===== config.mk =====
export PLATFORM = sky130hd
export DESIGN_NAME = sgo_dim
export DESIGN_NICKNAME = d
export VERILOG_FILES = /design/src/rtl/sgo_pkg.sv /design/src/rtl/sgo_div_cell.sv /design/src/rtl/sgo_dim.sv
export SDC_FILE = /design/constraint.sdc
export NUM_CORES = 2
export LEC_CHECK = 0
export BUFFER_PORTS_ARGS = -buffer_cell sky130_fd_sc_hd__buf_4
export CORE_ASPECT_RATIO = 1.1
export CORE_MARGIN = 4
export CORE_UTILIZATION = 40
export CTS_CLUSTER_DIAMETER = 150
export DETAILED_ROUTE_END_ITERATION = 8
export MAX_ROUTING_LAYER = met4
export SLEW_MARGIN = 20
export SYNTH_ARGS = -nofsm -noshare
export SYNTH_HDL_FRONTEND = slang
export SYNTH_SLANG_ARGS = --single-unit

===== constraint.sdc =====
create_clock -name clk -period 11.38 [get_ports clk]
set_input_delay 0 -clock clk [delete_from_list [all_inputs] [get_ports clk]]
set_output_delay 0 -clock clk [all_outputs]
set_load 0.02 [all_outputs]

===== src/rtl/sgo_pkg.sv =====
package sgo_pkg;

  localparam int unsigned SIZE_W   = 16;
  localparam int unsigned OFFSET_W = 50;
  localparam int unsigned CFG_IDX_W = 4;
  localparam int unsigned NUM_DIMS = 4;

  typedef enum logic [CFG_IDX_W-1:0] {
    REG_DIM0_SIZE   = 4'd0,
    REG_DIM1_SIZE   = 4'd1,
    REG_DIM2_SIZE   = 4'd2,
    REG_DIM3_SIZE   = 4'd3,
    REG_DIM0_STRIDE = 4'd4,
    REG_DIM1_STRIDE = 4'd5,
    REG_DIM2_STRIDE = 4'd6,
    REG_DIM3_STRIDE = 4'd7
  } reg_idx_t;

  // travels with every word down the chain
  typedef struct packed {
    logic vld;
    logic zero;
  } sgo_ctl_t;

endpackage


===== src/rtl/sgo_div_cell.sv =====
module sgo_div_cell #(
  parameter int unsigned IW = 32
) (
  input  logic                          clk,
  input  logic                          rst_n,
  input  logic                          en,
  input  logic [sgo_pkg::SIZE_W-1:0]    divisor,
  input  sgo_pkg::sgo_ctl_t             ctl_i,
  input  logic [IW-1:0]                 num_i,
  input  logic [sgo_pkg::SIZE_W-1:0]    rem_i,
  input  logic [sgo_pkg::OFFSET_W-1:0]  acc_i,
  output sgo_pkg::sgo_ctl_t             ctl_o,
  output logic [IW-1:0]                 num_o,
  output logic [sgo_pkg::SIZE_W-1:0]    rem_o,
  output logic [sgo_pkg::OFFSET_W-1:0]  acc_o
);

  sgo_pkg::sgo_ctl_t            ctl_r;
  logic [IW-1:0]                num_r, num_nxt;
  logic [sgo_pkg::SIZE_W-1:0]   rem_r, rem_nxt;
  logic [sgo_pkg::OFFSET_W-1:0] acc_r;
  logic [sgo_pkg::SIZE_W:0]     trial;
  logic                         ge;

  // one restoring step: quotient bit shifts in where the dividend bit left
  always_comb begin
    trial   = {rem_i, num_i[IW-1]};
    ge      = trial >= {1'b0, divisor};
    rem_nxt = ge ? sgo_pkg::SIZE_W'(trial - {1'b0, divisor}) : trial[sgo_pkg::SIZE_W-1:0];
    num_nxt = {num_i[IW-2:0], ge};
  end

  always_ff @(posedge clk) begin
    if (!rst_n) begin
      ctl_r <= '0;
    end else if (en) begin
      ctl_r <= ctl_i;
    end
    if (en) begin
      num_r <= num_nxt;
      rem_r <= rem_nxt;
      acc_r <= acc_i;
    end
  end

  assign ctl_o = ctl_r;
  assign num_o = num_r;
  assign rem_o = rem_r;
  assign acc_o = acc_r;

endmodule


===== src/rtl/sgo_dim.sv =====
module sgo_dim #(
  parameter int unsigned IW = 32
) (
  input  logic                          clk,
  input  logic                          rst_n,
  input  logic                          en,
  input  logic [sgo_pkg::SIZE_W-1:0]    size,
  input  logic [sgo_pkg::SIZE_W-1:0]    stride,
  input  sgo_pkg::sgo_ctl_t             ctl_i,
  input  logic [IW-1:0]                 num_i,
  input  logic [sgo_pkg::OFFSET_W-1:0]  acc_i,
  output sgo_pkg::sgo_ctl_t             ctl_o,
  output logic [IW-1:0]                 num_o,
  output logic [sgo_pkg::OFFSET_W-1:0]  acc_o
);

  sgo_pkg::sgo_ctl_t            c_ctl [0:IW];
  logic [IW-1:0]                c_num [0:IW];
  logic [sgo_pkg::SIZE_W-1:0]   c_rem [0:IW];
  logic [sgo_pkg::OFFSET_W-1:0] c_acc [0:IW];

  sgo_pkg::sgo_ctl_t            ctl_r;
  logic [IW-1:0]                num_r;
  logic [sgo_pkg::OFFSET_W-1:0] acc_r, acc_nxt;
  logic [sgo_pkg::SIZE_W-1:0]   coord;
  logic [2*sgo_pkg::SIZE_W-1:0] prod;

  // a zero size kills this dimension and every outer one
  always_comb begin
    c_ctl[0]      = ctl_i;
    c_ctl[0].zero = ctl_i.zero | (size == '0);
    c_num[0]      = num_i;
    c_rem[0]      = '0;
    c_acc[0]      = acc_i;
  end

  for (genvar i = 0; i < IW; i++) begin : g_cell
    sgo_div_cell #(.IW(IW)) u_cell (
      .clk    (clk),
      .rst_n  (rst_n),
      .en     (en),
      .divisor(size),
      .ctl_i  (c_ctl[i]),
      .num_i  (c_num[i]),
      .rem_i  (c_rem[i]),
      .acc_i  (c_acc[i]),
      .ctl_o  (c_ctl[i+1]),
      .num_o  (c_num[i+1]),
      .rem_o  (c_rem[i+1]),
      .acc_o  (c_acc[i+1])
    );
  end

  always_comb begin
    coord   = c_ctl[IW].zero ? '0 : c_rem[IW];
    prod    = coord * stride;
    acc_nxt = c_acc[IW] + sgo_pkg::OFFSET_W'(prod);
  end

  always_ff @(posedge clk) begin
    if (!rst_n) begin
      ctl_r <= '0;
    end else if (en) begin
      ctl_r <= c_ctl[IW];
    end
    if (en) begin
      num_r <= c_num[IW];
      acc_r <= acc_nxt;
    end
  end

  assign ctl_o = ctl_r;
  assign num_o = num_r;
  assign acc_o = acc_r;

endmodule


* Word level (Yosys, flattened, before mapping) *
Index checks and enable logic that the tools add are counted.

word-level totals
  word-level logic and storage cells = 266
  output and inout port bits = 84
  flip-flop bits (word level) = 3284
  input port bits = 119

operators by class
  magnitude comparators = 32
  mux-type cells = 33
  bitwise gates (word level) = 1
  $mul = 1
  reduce and logical (&&, ||, !) cells = 1
  add/sub/neg operators = 33

operators with widths
  kind              number
  $ge 17x16->1      31
  $mux 16           32
  $sub 16x16->16    31
  $add 50x32->50    1
  $mul 16x16->32    1
  $ge 1x16->1       1
  $logic_not 16->1  1
  $sub 1x16->16     1
  $mux 1            1
  $or 1x1->1        1

* Logic depth before layout (Yosys ltp) *
  word-level depth = 3
  depth in mapped cells = 25
  gate-level depth less buffers = 23

* Hierarchy *
Synthesis repeated with hierarchy kept, for this count alone.

unflattened totals
  cell total of the unflattened synthesis = 9625
  area total of the unflattened synthesis = 146606.9 sq um

modules (own cells, without submodules)
  module                                sequential area each (sq um)  area an instance (sq um)  cells each  instances
  sgo_div_cell (g_cell[16].u_cell ...)  2982.9                        4182.8                    262         20
  sgo_div_cell (g_cell[0].u_cell ...)   2982.9                        4152.7                    253         7
  sgo_dim                               2502.4                        12862.3                   1332        1
  sgo_div_cell (g_cell[6].u_cell ...)   2982.9                        4206.5                    252         3
  sgo_div_cell (g_cell[9].u_cell)       2982.9                        4264.1                    264         1
  sgo_div_cell (g_cell[15].u_cell)      2982.9                        4136.5                    262         1

* Worst setup path before layout *
Ideal clock, no wire load.

  path type = flip-flop to flip-flop
  from = register g_cell[31].u_cell.ctl_r, in the netlist g_cell[31].u_cell.ctl_o[0]
  to = register acc_r, in the netlist acc_o[42], data pin
  buffers on the path = 2
  path slack = 4.679 ns
  clock period less this slack = 6.701 ns
  arrival = 6.444 ns
  setup time = 0.258 ns
  data required time = 11.122 ns
  cell stages (with the launch flop) = 25
  path through = dfxtp_1 -> clkbuf_1 -> nor2b_1 -> clkbuf_1 -> nand2_1 -> fa_1 -> inv_1 -> fa_1 -> inv_1 -> fa_1 -> inv_1 -> fa_1 -> fa_1 -> inv_1 -> fa_1 -> inv_1 -> ha_1 -> nand3_1 -> o31ai_1 -> nor3_1 -> a2111oi_2 -> a21boi_1 -> o21ai_2 -> nand4_1 -> xnor2_1

between the ends
  cells in the longest elaborated chain, start to end = 3

ends and longest elaborated chain
  item                    line                RTL
  from (decl)             sgo_div_cell.sv:18  sgo_pkg::sgo_ctl_t ctl_r;
  from (signal assigned)  sgo_div_cell.sv:37  ctl_r <= ctl_i;
  $mux 16                 sgo_dim.sv:55       coord = c_ctl[IW].zero ? '0 : c_rem[IW];
  $mul 16x16->32          sgo_dim.sv:56       prod = coord * stride;
  $add 50x32->50          sgo_dim.sv:57       acc_nxt = c_acc[IW] + sgo_pkg::OFFSET_W'(prod);
  net acc_nxt (one bit)   sgo_dim.sv:24       logic [sgo_pkg::OFFSET_W-1:0] acc_r, acc_nxt;
  to (signal assigned)    sgo_dim.sv:68       acc_r <= acc_nxt;
  to (decl)               sgo_dim.sv:24

The timed path passes the listed nets, and every way through them passes these cells.
A chain may end at the register's enable or synchronous reset.

* Worst setup path in the final report *
Same ends and word-level chain as after synthesis.

==> impl_metrics.ini <==
[yosys]
synth_top_flop_cell = edfxtp_1
synth_cell_types = 92
synthCells = 8592
ys_seq_area_frac = 0.709
synth_nets = 9576
synth-edff-count = 3218
yosys_register_bits = 3284
syn_area_sq_mm = 0.138
synth-warning-count = 0
avgSynthCellArea_sq_um = 16.1
synthArstFlopShare = 0

[floorplanning]
fp.dieArea_sq_mm = 0.355
die_h_um = 625
fp.coreArea_sq_mm = 0.344
core.rowCount = 226
io_pins = 203
initial_core_util = 0.401
die_w_um = 569

[global_routing]
grt_pass1_vias = 72200
grt_start_max_net_pins = 209
grt.total_usage = 0.147
grt-ovfl-total = 0
antenna_found_initial = 5
grt_pass1_wl_um = 404000

[route]
routed_wl_um = 257000
viasPerCell = 4.99
first_pass_iters = 6
wl_per_cell_um = 18.3
drtAntennaViolNets = 0
drt_iter0_markers = 4823
vias = 70400
drc = 0

[setup_path]
crit_start = g_cell[31].u_cell.ctl_o[0]$_SDFFE_PN0P_
critical_path_arrival_ns = 8.75
critical_path_class = reg -> reg
worstRegToRegCells = 20
worst_ep_required_time_ns = 12.04
timing.rr.end = acc_o[42]$_DFFE_PP_
r2r_slack_ns = 3.28
worst_setup_path_start_kind = flip-flop
cp-end-kind = flip-flop
critical_path.max_fanout = 18
r2r-start = g_cell[31].u_cell.ctl_o[0]$_SDFFE_PN0P_

[min_path]
hold_end = acc_o[2]$_DFFE_PP_
min-delay-start = stride[2]
hold_depth = 5
min_path_type = in -> reg

[clocking]
post_cts_resized = 0
clk_pin_slew_worst_paths_ns = 0.06
clock_latency_ns = 0.91
cts_root_buf = clkbuf_16
cts_buffer_depth = 4
cts_inserted_buffers = 337
cts_tree = yes
h-tree-depth = 5
cts.sink_count = 3284

[cells_and_area]
layout_common_cells = edfxtp_1, ha_1, inv_1
final_common_cell = edfxtp_1
nFillCells = 29700
syn_to_final_growth_pct = 14.7
nets = 10200
final_util = 0.461
drive_gt1_frac = 0.123

[timing]
finalSetupViolCount = 0
post-route-min-period_ns = 8.10
slew_violations = 0
fin_crit_sh = 0.712
rsz0062_at_grt = no
setup_tns_ns = 0
skew_ns = 0.0578
relSlewSlack = 0.250
hold_viol = 0
fmax_ghz = 0.123
worstMarginPinSlew_ns = 1.12

[job]
cap_violations = 0

[place]
gp_congestion = 0.882
hpwl_um = 164000
port_buffers = 202

[outcome]
status = finished, final reports clean
[through the flow]
step | hold slack (ns) | cell area (sq um) | std cells | setup WS, ns
floorplan | 0.0989 | 138000 | 8592 | 4.68
global placement | 0.178 | 146000 | 13300 | 3.32
detailed placement | 0.179 | 146000 | 13300 | 3.22
CTS | 0.0245 | 159000 | 14100 | 3.19
global route | 0.0909 | 159000 | 14100 | 2.78
finish | 0.145 | 159000 | 14100 | 3.28
[critical path, cell delays in order (launching register included)]
cell       delay, ns
dfxtp_1         0.59
nor2b_2         0.94
nand2_1         0.19
fa_1            0.57
inv_1           0.05
fa_1            0.48
fa_1            0.54
fa_1            0.55
fa_1            0.56
inv_1           0.07
fa_1            0.58
inv_1           0.06
ha_1            0.45
nand3_1         0.15
o31ai_1         0.39
nor3_1          0.13
a2111oi_2       0.54
a21boi_1        0.26
o21ai_2         0.38
nand4_1         0.17
xnor2_1         0.15
[how the worst max path moves through the flow]
stage                                      to  slack (ns)  cells after the start
after global routing      acc_o[42]$_DFFE_PP_        2.78                     20
after CTS                 acc_o[42]$_DFFE_PP_        3.19                     20
after floorplan           acc_o[42]$_DFFE_PP_        4.68                     24
final                     acc_o[42]$_DFFE_PP_        3.28                     20
after detailed placement  acc_o[42]$_DFFE_PP_        3.22                     20
after global placement    acc_o[42]$_DFFE_PP_        3.32                     20
[repair_timing]
action,4_1_cts,5_1_grt
hold buffers,186,0
buffers inserted,0,0
endpoints found under the hold margin,307,0
[synthesized netlist by cell type (12+ instances only)]
cell type     n  area share
nor2b_1     165      0.0075
edfxtp_1   3218        0.70
mux2_2      278       0.023
buf_6        12     0.00098
o21ai_0     284       0.010
o31ai_1      30      0.0016
or3_1        47      0.0021
or2_2        28      0.0013
a21oi_1     377       0.014
and2_1      148      0.0067
and3_1       34      0.0015
xor2_1      106      0.0067
fa_1        257       0.037
a221oi_1     13     0.00082
a211oi_1     35      0.0019
xnor2_1     244       0.015
nand2_1     413       0.011
o211ai_1     25      0.0014
nand2b_1     62      0.0028
ha_1        608       0.055
a31oi_1      42      0.0019
o2111ai_1    12     0.00076
nor4_1       30      0.0014
clkbuf_1     97      0.0026
nand3_1      77      0.0028
nor3_1      103      0.0037
o21bai_1     57      0.0031
a21o_1      104      0.0056
nand4_1      78      0.0035
mux2_4       18      0.0020
o21ba_2      21      0.0015
a2111oi_0    21      0.0013
dfxtp_1      66      0.0096
inv_1       557       0.015
mux2i_1     123      0.0089
o311ai_0     23      0.0015
a21boi_0     24      0.0013
o21a_1      114      0.0062
nor2_1      380       0.010
o31a_1       62      0.0039
[layer usage]
metal | up-vias | track usage | wire [um]
met5 | - | - | 0
met2 | 1257 | 0.244 | 126000
met3 | 493 | 0.0214 | 9490
li1 | 33800 | - | -
met1 | 34900 | 0.186 | 113000
met4 | 0 | 0.0467 | 8350
[logic make-up (layout without fill, tap and decap cells)]
family | after synthesis | after routing | synth area share
mux | 420 | 420 | 0.0336
compound gates | 1381 | 1381 | 0.0664
xor+xnor | 350 | 350 | 0.0222
simple gates | 1603 | 1603 | 0.0574
buf+inv | 689 | 1629 | 0.0196
fa+ha+maj | 865 | 865 | 0.0922
other cells | 0 | 3 | 0
flops | 3284 | 3284 | 0.709
[cell type report]
class / instances / area [sq um] / area share
Sequential cell: 3284 / 98000 / 0.618
Inverter: 558 / 2100 / 0.0132
Antenna cell: 3 / 7.51 / 0.0000473
Clock inverter: 213 / 2340 / 0.0147
Tap cell: 4560 / 5710 / 0.0360
Multi-Input combinational cell: 4619 / 37600 / 0.237
Timing Repair Buffer: 455 / 4080 / 0.0257
Clock buffer: 403 / 8810 / 0.0555
[flip-flops by register name, indices dropped and copies added, names as in the netlist]
| signal | flops |
|---|---|
| g_cell.u_cell.acc_o | 1600 |
| g_cell.u_cell.num_o | 1024 |
| g_cell.u_cell.rem_o | 512 |
| g_cell.u_cell.ctl_o | 64 |
| acc_o | 50 |
| num_o | 32 |
| ctl_o | 2 |
Power is left out: the tool's default activity adds up to more than one toggle a clock period on the data nets, which glitch-free logic cannot reach.
